`src/rtl/core/bsfb_pkg.sv`:
```
// Shared types, constants and the escape function of the byte stuffing framer.
// No dependencies; every other file of the block imports this package.
`timescale 1ns / 1ps

package bsfb_pkg;

    localparam logic [7:0] FLAG_BYTE  = 8'h7E;
    localparam logic [7:0] ESC_BYTE   = 8'h7D;
    localparam logic [7:0] ESC_FLAG   = 8'h5E;
    localparam logic [7:0] ESC_ESC    = 8'h5D;
    localparam logic [7:0] ADDR_RESET = 8'h03;

    // Longest expansion of one input: 4 header, 2 data, 2 check, 1 flag.
    localparam int BURST_MAX = 9;
    localparam int POS_W     = $clog2(BURST_MAX);
    localparam int CNT_W     = $clog2(BURST_MAX + 1);

    // Configuration register map (word index taken from paddr[2]).
    localparam int          PADDR_W   = 3;
    localparam logic        REG_ADDR  = 1'b0;

    typedef struct packed {
        logic [7:0] data_byte;
        logic       first_byte;
        logic       last_byte;
        logic       seq_bit;
    } t_in_item;

    typedef struct packed {
        logic [7:0] out_byte;
        logic       run_end;
    } t_out_item;

    // Expanded line bytes of one input, packed from index 0 upwards.
    typedef struct packed {
        logic [BURST_MAX-1:0][7:0] bytes;
        logic [CNT_W-1:0]          cnt;
    } t_burst;

    typedef struct packed {
        logic       two;
        logic [7:0] b0;
        logic [7:0] b1;
    } t_esc;

    function automatic t_esc escape_byte(input logic [7:0] b);
        t_esc e;
        e.two = 1'b0;
        e.b0  = b;
        e.b1  = 8'h00;
        if (b == FLAG_BYTE) begin
            e.two = 1'b1;
            e.b0  = ESC_BYTE;
            e.b1  = ESC_FLAG;
        end else if (b == ESC_BYTE) begin
            e.two = 1'b1;
            e.b0  = ESC_BYTE;
            e.b1  = ESC_ESC;
        end
        return e;
    endfunction

endpackage

```
`src/rtl/core/byte_stuffing_frame_builder.sv`:
```
// Top level of the HDLC-like byte stuffing framer with XOR block check.
// Depends on bsfb_pkg, bsfb_apb_regs, bsfb_builder and bsfb_emitter.
`timescale 1ns / 1ps

// Usage
//   Input channel (i_valid / o_stall / i_data): one raw payload byte per
//   transaction, marked as opening and/or closing a frame.
//   Output channel (o_valid / i_stall / o_data): one line byte per
//   transaction; run_end marks the last line byte caused by an input.
//   APB port: address register at byte address 0; write it only while idle.
// Path: an accepted byte passes the input register, then the burst register,
//   before its first line byte shows.
// Throughput: one line byte per cycle while i_stall is low, set by the single
//   output byte lane. An input occupies the serialiser while its line bytes
//   are taken: 1 or 2 for a plain byte, up to 9 for a one-byte frame. The next
//   input is moved into the burst register in the cycle its predecessor's last
//   byte is taken, so back-to-back inputs leave no gap on the line.
// Stall: while the receiver stalls, hold the current line byte; one more
//   input is still taken into the input register before o_stall rises.
// Reset: synchronous, active low; clears the pipeline, the running check,
//   and sets the address to 0x03.
module byte_stuffing_frame_builder (
    input  logic                         i_clk,
    input  logic                         i_rst_n,
    input  logic                         i_valid,
    output logic                         o_stall,
    input  bsfb_pkg::t_in_item           i_data,
    output logic                         o_valid,
    input  logic                         i_stall,
    output bsfb_pkg::t_out_item          o_data,
    input  logic                         psel,
    input  logic                         penable,
    input  logic                         pwrite,
    input  logic [bsfb_pkg::PADDR_W-1:0] paddr,
    input  logic [31:0]                  pwdata,
    output logic [31:0]                  prdata,
    output logic                         pready
);
    import bsfb_pkg::*;

    logic [7:0] address;
    logic       can_load;
    logic       load;
    t_burst     burst;

    // Configuration register
    bsfb_apb_regs u_regs (
        .i_clk     (i_clk),
        .i_rst_n   (i_rst_n),
        .psel      (psel),
        .penable   (penable),
        .pwrite    (pwrite),
        .paddr     (paddr),
        .pwdata    (pwdata),
        .prdata    (prdata),
        .pready    (pready),
        .o_address (address)
    );

    // Hold the input, expand it into header, stuffed bytes and trailer
    bsfb_builder u_builder (
        .i_clk      (i_clk),
        .i_rst_n    (i_rst_n),
        .i_valid    (i_valid),
        .o_stall    (o_stall),
        .i_data     (i_data),
        .i_address  (address),
        .i_can_load (can_load),
        .o_load     (load),
        .o_burst    (burst)
    );

    // Advance through the burst one line byte per taken transaction
    bsfb_emitter u_emitter (
        .i_clk      (i_clk),
        .i_rst_n    (i_rst_n),
        .i_load     (load),
        .i_burst    (burst),
        .o_can_load (can_load),
        .o_valid    (o_valid),
        .i_stall    (i_stall),
        .o_data     (o_data)
    );

endmodule

```
`src/rtl/core/bsfb_apb_regs.sv`:
```
// APB-style configuration port holding the frame address register.
// Depends on bsfb_pkg.
`timescale 1ns / 1ps

module bsfb_apb_regs (
    input  logic                         i_clk,
    input  logic                         i_rst_n,
    input  logic                         psel,
    input  logic                         penable,
    input  logic                         pwrite,
    input  logic [bsfb_pkg::PADDR_W-1:0] paddr,
    input  logic [31:0]                  pwdata,
    output logic [31:0]                  prdata,
    output logic                         pready,
    output logic [7:0]                   o_address
);
    import bsfb_pkg::*;

    logic [7:0] r_address;
    logic       hit;

    assign hit    = (paddr[2] == REG_ADDR);
    assign pready = 1'b1;

    always_ff @(posedge i_clk) begin
        if (!i_rst_n) begin
            r_address <= ADDR_RESET;
        end else if (psel && penable && pwrite && hit) begin
            r_address <= pwdata[7:0];
        end
    end

    assign prdata    = hit ? {24'h000000, r_address} : 32'h0000_0000;
    assign o_address = r_address;

endmodule

```
`src/rtl/core/bsfb_builder.sv`:
```
// Input register, frame expansion logic and running payload check.
// Depends on bsfb_pkg; feeds bsfb_emitter with one expanded burst per item.
`timescale 1ns / 1ps

module bsfb_builder (
    input  logic               i_clk,
    input  logic               i_rst_n,
    input  logic               i_valid,
    output logic               o_stall,
    input  bsfb_pkg::t_in_item i_data,
    input  logic [7:0]         i_address,
    input  logic               i_can_load,
    output logic               o_load,
    output bsfb_pkg::t_burst   o_burst
);
    import bsfb_pkg::*;

    t_in_item         r_in;
    logic             r_in_valid;
    logic [7:0]       r_xor;
    logic [7:0]       n_xor;
    logic [7:0]       chk;
    logic [7:0]       ctrl;
    t_esc             esc_d;
    t_esc             esc_c;
    logic [POS_W-1:0] pos;
    t_burst           burst;

    assign o_load  = r_in_valid && i_can_load;
    assign o_stall = r_in_valid && !i_can_load;

    always_ff @(posedge i_clk) begin
        if (!i_rst_n) begin
            r_in_valid <= 1'b0;
        end else if (i_valid && !o_stall) begin
            r_in_valid <= 1'b1;
        end else if (o_load) begin
            r_in_valid <= 1'b0;
        end
    end

    always_ff @(posedge i_clk) begin
        if (i_valid && !o_stall) begin
            r_in <= i_data;
        end
    end

    // Restart the check on an opening byte, clear it once it has gone out.
    assign chk   = (r_in.first_byte ? 8'h00 : r_xor) ^ r_in.data_byte;
    assign n_xor = r_in.last_byte ? 8'h00 : chk;

    always_ff @(posedge i_clk) begin
        if (!i_rst_n) begin
            r_xor <= 8'h00;
        end else if (o_load) begin
            r_xor <= n_xor;
        end
    end

    assign ctrl  = {1'b0, r_in.seq_bit, 6'b000000};
    assign esc_d = escape_byte(r_in.data_byte);
    assign esc_c = escape_byte(chk);

    // Pack the header on an opening byte, the data, and on a closing byte the check and flag, back to back.
    always_comb begin
        burst.bytes = '0;
        pos         = '0;
        if (r_in.first_byte) begin
            burst.bytes[0] = FLAG_BYTE;
            burst.bytes[1] = i_address;
            burst.bytes[2] = ctrl;
            burst.bytes[3] = i_address ^ ctrl;
            pos            = POS_W'(4);
        end
        burst.bytes[pos] = esc_d.b0;
        if (esc_d.two) begin
            burst.bytes[pos + POS_W'(1)] = esc_d.b1;
            pos = pos + POS_W'(2);
        end else begin
            pos = pos + POS_W'(1);
        end
        if (r_in.last_byte) begin
            burst.bytes[pos] = esc_c.b0;
            if (esc_c.two) begin
                burst.bytes[pos + POS_W'(1)] = esc_c.b1;
                pos = pos + POS_W'(2);
            end else begin
                pos = pos + POS_W'(1);
            end
            burst.bytes[pos] = FLAG_BYTE;
            pos = pos + POS_W'(1);
        end
        burst.cnt = CNT_W'(pos);
    end

    assign o_burst = burst;

    a_xor_clear_after_last: assert property (@(posedge i_clk) disable iff (!i_rst_n)
        (o_load && r_in.last_byte) |=> (r_xor == 8'h00))
        else $error("payload check not cleared after closing byte");

    a_load_needs_item: assert property (@(posedge i_clk) disable iff (!i_rst_n)
        o_load |-> r_in_valid && (burst.cnt != '0))
        else $error("burst loaded without a held item");

endmodule

```
`src/rtl/core/bsfb_emitter.sv`:
```
// Burst register and byte serialiser driving the line-side channel.
// Depends on bsfb_pkg; takes bursts from bsfb_builder.
`timescale 1ns / 1ps

module bsfb_emitter (
    input  logic                i_clk,
    input  logic                i_rst_n,
    input  logic                i_load,
    input  bsfb_pkg::t_burst    i_burst,
    output logic                o_can_load,
    output logic                o_valid,
    input  logic                i_stall,
    output bsfb_pkg::t_out_item o_data
);
    import bsfb_pkg::*;

    logic [BURST_MAX-1:0][7:0] r_bytes;
    logic [CNT_W-1:0]          r_cnt;
    logic [POS_W-1:0]          r_idx;
    logic                      r_busy;
    logic                      at_last;

    assign at_last    = (CNT_W'(r_idx) == r_cnt - CNT_W'(1));
    assign o_can_load = !r_busy || (at_last && !i_stall);

    always_ff @(posedge i_clk) begin
        if (!i_rst_n) begin
            r_busy <= 1'b0;
            r_idx  <= '0;
        end else if (i_load) begin
            r_busy <= 1'b1;
            r_idx  <= '0;
        end else if (r_busy && !i_stall) begin
            if (at_last) begin
                r_busy <= 1'b0;
            end else begin
                r_idx <= r_idx + POS_W'(1);
            end
        end
    end

    always_ff @(posedge i_clk) begin
        if (i_load) begin
            r_bytes <= i_burst.bytes;
            r_cnt   <= i_burst.cnt;
        end
    end

    assign o_valid         = r_busy;
    assign o_data.out_byte = r_bytes[r_idx];
    assign o_data.run_end  = at_last;

    a_idx_in_burst: assert property (@(posedge i_clk) disable iff (!i_rst_n)
        r_busy |-> (CNT_W'(r_idx) < r_cnt))
        else $error("byte index beyond burst length");

    a_load_when_free: assert property (@(posedge i_clk) disable iff (!i_rst_n)
        i_load |-> (!r_busy || (at_last && !i_stall)))
        else $error("burst overwritten before its last byte was taken");

endmodule
```
`config.mk`:
```
export PLATFORM = sky130hd
export DESIGN_NAME = byte_stuffing_frame_builder
export DESIGN_NICKNAME = d
export VERILOG_FILES = /design/src/rtl/core/bsfb_pkg.sv /design/src/rtl/core/byte_stuffing_frame_builder.sv /design/src/rtl/core/bsfb_apb_regs.sv /design/src/rtl/core/bsfb_builder.sv /design/src/rtl/core/bsfb_emitter.sv
export SDC_FILE = /design/constraint.sdc
export NUM_CORES = 1
export LEC_CHECK = 0
export BUFFER_PORTS_ARGS = -buffer_cell sky130_fd_sc_hd__buf_2
export CORE_AREA = 2 2 76 151
export CTS_CLUSTER_DIAMETER = 120
export DETAILED_ROUTE_END_ITERATION = 8
export DIE_AREA = 0 0 78 153
export HOLD_SLACK_MARGIN = 0.06
export PLACE_DENSITY = 0.87
export SYNTH_ARGS = -nofsm -noshare
export SYNTH_HDL_FRONTEND = slang
export SYNTH_SLANG_ARGS = --single-unit
```
`constraint.sdc`:
```
create_clock -name i_clk -period 3.9 [get_ports i_clk]
set_input_delay 0.975 -clock i_clk [delete_from_list [all_inputs] [get_ports i_clk]]
set_output_delay 0.975 -clock i_clk [all_outputs]
set_load 0.1 [all_outputs]
```
Word-level counts from Yosys, hierarchy flattened
Cells that the tools add are included.
{ "word_totals": {"regBits": 109, "in_bits": 53} }
{ "classes": {"n_addsub": 7, "magnitude_cmp": 11, "eq_ne": 5, "muxes": 38, "bitwise_logic": 8, "reduce_logical": 24} }
{ "op_table": {"columns": ["cell", "count"], "rows": [
  ["$bwmux W72", 4],
  ["$mux W72", 4],
  ["$demux W8 S4", 5],
  ["$mux W8", 9],
  ["$mux W17", 4],
  ["$or A54 B54 Y54", 1],
  ["$bmux W8 S4", 1],
  ["$eq A8 B7 Y1 const B", 4],
  ["$mux W32", 1],
  ["$lt A4 B5 Y1 const B", 5],
  ["$and A18 B18 Y18", 1],
  ["$not A18 Y18", 1],
  ["$ge A4 B1 Y1 const B", 4],
  ["$mux W4", 4],
  ["$logic_and A1 B1 Y1", 13],
  ["$add A4 B1 Y4 const B", 3],
  ["$xor A8 B7 Y8", 1],
  ["$xor A8 B8 Y8", 1],
  ["$reduce_bool A2 Y1", 3],
  ["$lt A3 B5 Y1 const B", 1],
  ["$mux W1", 5],
  ["$add A3 B1 Y4 const B", 1],
  ["$add A3 B2 Y4 const B", 1],
  ["$add A4 B2 Y4 const B", 1],
  ["9 further kinds", 15]
]} }

Longest topological paths before layout
Gate-level depths: netlist (run 1).
{ "depth": {"depth_word": 14, "ltp_mapped": 14, "mapped_depth_nobuf": 10} }

By module
From an unflattened synthesis (run 1), not the netlist that was laid out.
{ "hier_totals": {"hier_cells": 610, "hier_area_um2": 6497.5} }
{ "modules_own_cells": {"columns": ["mod", "n_inst", "cells_each", "area_each_um2"], "rows": [
  ["bsfb_emitter", 1, 162, 3168.0],
  ["bsfb_builder", 1, 378, 2728.9],
  ["bsfb_apb_regs", 1, 70, 600.6]
]} }

Worst setup path after synthesis (run 1)
Ideal clock, no wire load.
{ "synth_path": {"path_kind": "reg-to-output", "from": "reg u_emitter.r_idx[1]", "to": "out o_data[2] in the netlist's numbering", "arrival_time_ns": 3.448, "required_ns": 2.925, "setup_slack_ns": -0.523, "stages_incl_launch_ff": 6, "path_buffers": 2, "path_cell_list": "dfxtp_1 > clkbuf_1 > clkbuf_1 > mux4_2 > mux2i_1 > o21ai_0"} }
{ "synth_lines": {"columns": ["element", "line", "source"], "rows": [
  ["start: declaration", "bsfb_emitter.sv:19", "logic [POS_W-1:0] r_idx;"],
  ["start signal: assignment", "bsfb_emitter.sv:37", "r_idx <= r_idx + POS_W'(1);"],
  ["end: declaration", "byte_stuffing_frame_builder.sv:30", "output bsfb_pkg::t_out_item o_data,"]
]} }

Final worst setup path (run 1)
{ "layout_path": {"from": "reg u_emitter.r_cnt[0]", "to": "out o_stall"} }
{ "layout_between": {"elab_chain_cells": 6} }
{ "layout_rtl": {"columns": ["element", "line", "source"], "rows": [
  ["start: declaration", "bsfb_emitter.sv:18", "logic [CNT_W-1:0] r_cnt;"],
  ["start signal: assignment", "bsfb_emitter.sv:45", "r_cnt <= i_burst.cnt;"],
  ["$sub A4 B1 Y4", "bsfb_emitter.sv:23", "assign at_last = (CNT_W'(r_idx) == r_cnt - CNT_W'(1));"],
  ["$eq A4 B4 Y1", "bsfb_emitter.sv:23", null],
  ["$logic_and A1 B1 Y1", "bsfb_emitter.sv:24", "assign o_can_load = !r_busy || (at_last && !i_stall);"],
  ["$logic_or A1 B1 Y1", "bsfb_emitter.sv:24", null],
  ["$logic_not A1 Y1", "bsfb_builder.sv:30", "assign o_stall = r_in_valid && !i_can_load;"],
  ["$logic_and A1 B1 Y1", "bsfb_builder.sv:30", null],
  ["end: declaration", "byte_stuffing_frame_builder.sv:26", "output logic o_stall,"]
]} }
Every way passes these cells.

==> reports/results.txt, run 1 <==
Status = complete, no violations
Routed Antenna Nets = 0
Compound-gate portion of the synthesized area = 14.3%
Critical Path Fanout Max = 4
CP Cell Sequence = inv_1, ha_1, xor2_1, xnor2_1, nand4_1, o21ai_0, nor2_1, buf_2
Peak VDD IR = 0.328 mV
Buffers on Ports = 45
First-pass GRT wire length = 24.4 mm
Die Width = 78 um
DIE HEIGHT = 153 um
Delay-heaviest family, CP = compound AO/OA/AOI/OAI gates
Post-CTS Setup Bufs = 0
Most numerous cell in the Yosys netlist = edfxtp_1
Filler-free cell count of the finished design = 747
Synth top area cells = edfxtp_1, dfxtp_1, mux4_2
Sw Share = 30.7%
Post-detail-place hpwl = 12.4 mm
Final period utilization = 90.2%
CTS Buffer Depth = 2
CP peak stage delay = 550 ps
CP max-delay cell = o21ai_0
Max-cap violation count = 0
Post-Syn Instances = 569
Layout cell share with drive strength beyond 1 = 18.9%
Ant diodes = 0
Combinational power share = 17.2%
Post-cts sizing count = 0
Top cells by count, synth = edfxtp_1, nand2_1, a21oi_1, nor2_1, buf_4
Final WL = 15.8 mm
Skew-Pair Late Insertion Delay = 350 ps
Flop pwr share = 49.5%
Starting density of the core = 56.0%
Min cycle time layout = 3520 ps
Avg Inst Size Synth = 10.6 sq um
Die area = 11900 sq um
Sequential area share after synthesis = 47.0%
IO Count = 97
Crit path launch type = register
Worst min-delay path class = register to register
Clock share of power = 33.4%
Post-Synth XOR/XNOR Area = 4.20%
Synth async-reset ratio = 0%
Largest net degree at the start of global routing = 53
TritonCTS clock tree = done
Crit end category = output pin
CTS Buf Count = 9
Worst Path Required = 2920 ps
Max Fclk = 284 MHz
Worst setup path category = register to output pin
Gpl congestion = 0.981
Worst-margin pin slew = 801 ps
Vias in the first global route = 4368
Largest family of logic cells by synthesized area = simple AND/OR/NAND/NOR gates
Crit path DAT = 2540 ps
Synth Flop Type = edfxtp_1
Post-Synth Adder-Cell Area = 2.90%
Post-Place Cells = 731
Pint = 1780 uW
Max-slew violation count = 0
Pre-antenna DRT Iters = 8
CP Buf/Inv Count = 2
Simple-Gate Fraction of Synth Area = 16.4%
Initial antenna violation count = 0
PwrDens = 391 nW/um^2
Fill cells = 927
Vias = 4505
Number of synthesized flops with an enable pin = 80
Clk root buf = clkbuf_16
Yosys top cell area share = 39.7%
Worst slew margin = 46.2%
Final setup vio count = 0
DR WL/cell = 21.1 um
Power, Total = 2570 uW
Synth-to-Final Area Change = 8.85%
Leakage = 0.00243 uW
Num Clock Sinks = 102
Initial DRC count = 413
Core Area = 10800 sq um
Post-synthesis mux area share = 8.05%
Synth Cell Area = 6050 sq um
# nets final = 669
Yosys top cell by area = edfxtp_1
Post-Route Setup TNS = 0 ps
Setup Skew = 8.41 ps
Number of hold buffers added after cts = 0
CTS clk-pin slew, worst paths = 70 ps
Gr usage total = 27.4%
Syn. warnings = 0
Gr ovfl total = 0
FP Rows = 54
H-tree lvl count = 3
Post-synth cell types = 73
DRC viols = 0
RSZ-0062 raised after global routing = false
Drt via density = 6.03
Final Hold Fails = 0
Net switching power = 791 uW
Synth Register Bits = 102
placed cells by master, fill, tap and decap left out, types with 6 or more instances in the layout:
| master | count |
|---|---|
| mux4_2 | 16 |
| clkbuf_16 | 9 |
| a21oi_1 | 36 |
| o22ai_1 | 6 |
| and3_1 | 7 |
| nor2b_1 | 14 |
| xnor2_1 | 16 |
| nand2_1 | 71 |
| dfxtp_1 | 22 |
| edfxtp_1 | 80 |
| buf_2 | 45 |
| o21ai_1 | 7 |
| nor2_1 | 31 |
| a22oi_1 | 6 |
| nor3_1 | 11 |
| buf_4 | 16 |
| mux2i_1 | 9 |
| inv_1 | 9 |
| o21ai_0 | 13 |
| conb_1 | 25 |
| nand3_1 | 18 |
| a21boi_0 | 8 |
| xor2_1 | 13 |
| ha_1 | 14 |
| and2_1 | 6 |
| a31oi_1 | 9 |
| o2bb2ai_1 | 7 |
path summary, 6_finish.rpt:
check                             startpoint                         endpoint  slack, ps  cells past startpoint
min reg2reg  u_builder.r_xor[0]$_SDFFE_PN0P_  u_builder.r_xor[0]$_SDFFE_PN0P_        500                      1
max reg2reg      u_builder.r_in[2]$_DFFE_PP_  u_emitter.r_bytes[40]$_DFFE_PP_        490                     10
min          u_builder.r_xor[0]$_SDFFE_PN0P_  u_builder.r_xor[0]$_SDFFE_PN0P_        500                      1
max             u_emitter.r_cnt[0]$_DFFE_PP_                          o_stall        380                      8
power groups by stage:
| stage | Combinational (uW) | Clock [uW] | Sequential (uW) |
|---|---|---|---|
| after floorplan | 377 | 0 | 1280 |
| final | 442 | 859 | 1270 |
| after detailed placement | 439 | 0 | 1300 |
| after global routing | 466 | 901 | 1280 |
| after CTS | 440 | 864 | 1270 |
| after global placement | 432 | 0 | 1290 |
metrics by stage:
stage	area (sq um)	hold slack, ps	utilization, %	setup WS (ps)
6_report	6590	495	60.9	382
5_1_grt	6590	514	60.9	202
4_1_cts	6590	498	60.9	353
3_5_place_dp	6300	489	58.3	480
3_3_place_gp	6300	465	58.3	527
2_1_floorplan	6140	447	-	231
routing by layer:
layer | vias up | wire length (um) | global-route usage [%]
met4 | 0 | 967 | 17.5
li1 | 2111 | - | -
met3 | 35 | 753 | 2.54
met1 | 2162 | 5370 | 29.3
met2 | 197 | 8690 | 50.4
met5 | - | 0 | 0
state kept, by name, indices dropped and copies added, names as in the netlist:
signal                count
u_emitter.r_bytes        65
u_builder.r_in           10
u_builder.r_xor           8
u_regs.o_address          8
u_emitter.r_cnt           4
u_emitter.r_idx           4
u_builder.ctrl            1
u_builder.r_in_valid      1
u_emitter.o_valid         1
layout make-up:
class | count | area (sq um) | area share (%)
Clock buffer | 10 | 229 | 3.48
Multi-Input combinational cell | 414 | 2870 | 43.6
Tap cell | 140 | 175 | 2.66
Clock inverter | 6 | 55.1 | 0.836
Inverter | 13 | 48.8 | 0.741
Timing Repair Buffer | 62 | 365 | 5.55
Sequential cell | 102 | 2840 | 43.2
kinds of logic after synthesis:
family,after synthesis
multiplexers,28
AO/OA/AOI/OAI,126
flip-flops,102
adder cells (fa/ha/maj),14
buffers and inverters,76
other,2
XOR/XNOR,29
AND/OR/NAND/NOR,192
Power figures use the tool's default switching activity.
==> run 2: changes to the inputs <==
- CORE_AREA: 2 2 76 151 -> 2 2 78 155
- DIE_AREA: 0 0 78 153 -> 0 0 80 157
- PLACE_DENSITY: 0.87 -> 0.88
- SYNTH_HIERARCHICAL: not set -> 1
==> reports/results.txt, run 2 <==
Pint = 1950 uW
Number of hold buffers added after cts = 0
Avg Inst Size Synth = 10.7 sq um
Min cycle time layout = 3760 ps
Gr ovfl total = 0
Num Clock Sinks = 109
Post-Synth XOR/XNOR Area = 3.10%
RSZ-0062 raised after global routing = false
Final period utilization = 96.3%
Crit path DAT = 2780 ps
Largest net degree at the start of global routing = 58
Max FFs per register = 72
Post-cts sizing count = 0
Post-Syn Instances = 610
First-pass GRT wire length = 26.5 mm
Status = complete, no violations
Crit end category = output pin
Synth Cell Area = 6500 sq um
Footprint of the multi-input gates = 3050 sq um
Post-Route Setup TNS = 0 ps
Synth async-reset ratio = 0%
Synth-to-Final Area Change = 8.80%
Post-CTS Setup Bufs = 0
Layout cell share with drive strength beyond 1 = 18.6%
Starting density of the core = 57.6%
Max-cap violation count = 0
Most common cell after layout, fill and taps aside = edfxtp_1
Critical Path Fanout Max = 3
CTS Buf Count = 9
Routed Antenna Nets = 0
Worst Path Required = 2920 ps
Gr usage total = 29.1%
Post-synth cell types = 73
Synth top area cells = edfxtp_1, dfxtp_1, mux4_2
Core Area = 11300 sq um
Yosys top cell by area = edfxtp_1
Most numerous cell in the Yosys netlist = edfxtp_1
Peak VDD IR = 0.251 mV
GR Layer Usage met1 = 31.5%
Die Width = 80 um
Yosys top cell area share = 40.2%
Combinational power share = 16.7%
Pre-antenna DRT Iters = 5
Ant diodes = 0
Synth Flop Type = edfxtp_1
Top cells by count, synth = edfxtp_1, nand2_1, nor2_1, buf_4, clkbuf_1
CTS clk-pin slew, worst paths = 80 ps
Largest family of logic cells by synthesized area = simple AND/OR/NAND/NOR gates
Leakage = 0.00275 uW
Final setup vio count = 0
FP Rows = 55
Die area = 12600 sq um
Clock share of power = 34.8%
Simple-Gate Fraction of Synth Area = 15.6%
Drt via density = 6.19
Number of synthesized flops with an enable pin = 87
Net switching power = 844 uW
PwrDens = 396 nW/um^2
Crit path launch type = register
Synth Register Bits = 109
Hold Path Depth = 2
Compound-gate portion of the synthesized area = 15.4%
Sequential area share after synthesis = 47.0%
Largest regs = u_emitter/r_bytes x72, u_builder/r_in x10
Post-Synth Adder-Cell Area = 2.70%
H-tree lvl count = 3
Vias = 4867
Worst setup path category = register to output pin
Fill cells = 923
Max Fclk = 266 MHz
Buffers on Ports = 45
Syn. warnings = 6
Largest Register = u_emitter/r_bytes
Sw Share = 30.2%
# nets final = 706
Post-detail-place hpwl = 13.2 mm
Initial DRC count = 488
Worst r2r path cells = 10
Clk root buf = clkbuf_16
Skew-Pair Late Insertion Delay = 350 ps
Worst min-delay path class = register to register
Leading cell types in the layout, fill and taps excluded = edfxtp_1, nand2_1, buf_2, nor2_1, conb_1
DR WL/cell = 22.0 um
Final Hold Fails = 0
CTS Buffer Depth = 2
GRT met3 Usage = 3.90%
Post-Place Cells = 770
Final WL = 17.3 mm
Met2 usage = 49.0%
Worst slew margin = 40.5%
Flop pwr share = 48.5%
DIE HEIGHT = 157 um
Top Usage Layer GRT = met2
Gpl congestion = 1.04
TritonCTS clock tree = done
Vias in the first global route = 4706
Initial antenna violation count = 1
Post-synthesis mux area share = 8.67%
Setup Skew = 11.8 ps
Max-slew violation count = 0
Filler-free cell count of the finished design = 786
Worst-margin pin slew = 886 ps
DRC viols = 0
Sequential cell area = 3050 sq um
IO Count = 97
run 2: worst max-delay path: stages (launching register included):
cell,delay (ps)
edfxtp_1,380
inv_1,60
ha_1,310
xnor2_1,150
nor4b_1,500
a22oi_1,180
o21ai_1,390
nor2b_1,140
buf_2,320
run 2: layout make-up:
cell class,count,share of cell area (%)
timing repair buffer,66,5.59
clock buffer,9,3.19
tap,142,2.51
clock inverter,7,1.42
multi-input combinational,437,43.2
sequential,109,43.2
inverter,16,0.903
run 2: final timing paths:
path                                    startpoint                               end  slack [ps]
setup / recovery      u_emitter/r_cnt[0]$_DFFE_PP_                           o_stall         140
hold reg to reg   u_regs/o_address[3]$_SDFFE_PN0P_  u_regs/o_address[3]$_SDFFE_PN0P_         480
hold / removal    u_regs/o_address[3]$_SDFFE_PN0P_  u_regs/o_address[3]$_SDFFE_PN0P_         480
setup reg to reg       u_builder/r_in[2]$_DFFE_PP_   u_emitter/r_bytes[41]$_DFFE_PP_         230
run 2: logic make-up (layout without fill, tap and decap cells):
kind of cell / after synthesis / after routing
simple gates: 198 / 198
compound gates: 139 / 139
flops: 109 / 109
buf+inv: 88 / 98
mux: 36 / 36
xor+xnor: 23 / 23
fa+ha+maj: 14 / 14
other cells: 3 / 27
run 2: through the flow:
| stage | hold WS, ps | utilization (%) | setup WS, ps | power (uW) | area, sq um |
|---|---|---|---|---|---|
| final | 479 | 62.6 | 142 | 2800 | 7070 |
| after global placement | 462 | 59.8 | 343 | 1830 | 6740 |
| after floorplan | 444 | - | 185 | 1750 | 6590 |
| after global routing | 511 | 62.6 | 13.9 | 2880 | 7070 |
| after detailed placement | 474 | 59.8 | 321 | 1840 | 6740 |
| after CTS | 486 | 62.6 | 215 | 2810 | 7070 |
run 2: layer usage:
layer	vias to the layer above	wire length, um
met1	2287	5800
met3	71	1020
li1	2247	-
met2	262	8800
met4	0	1690
met5	-	0
run 2: power groups by stage:
stage	Sequential (uW)	Combinational, uW	Clock [uW]
global placement	1380	456	0
finish	1360	467	973
detailed placement	1380	460	0
global route	1360	492	1020
CTS	1360	462	991
floorplan	1370	386	0
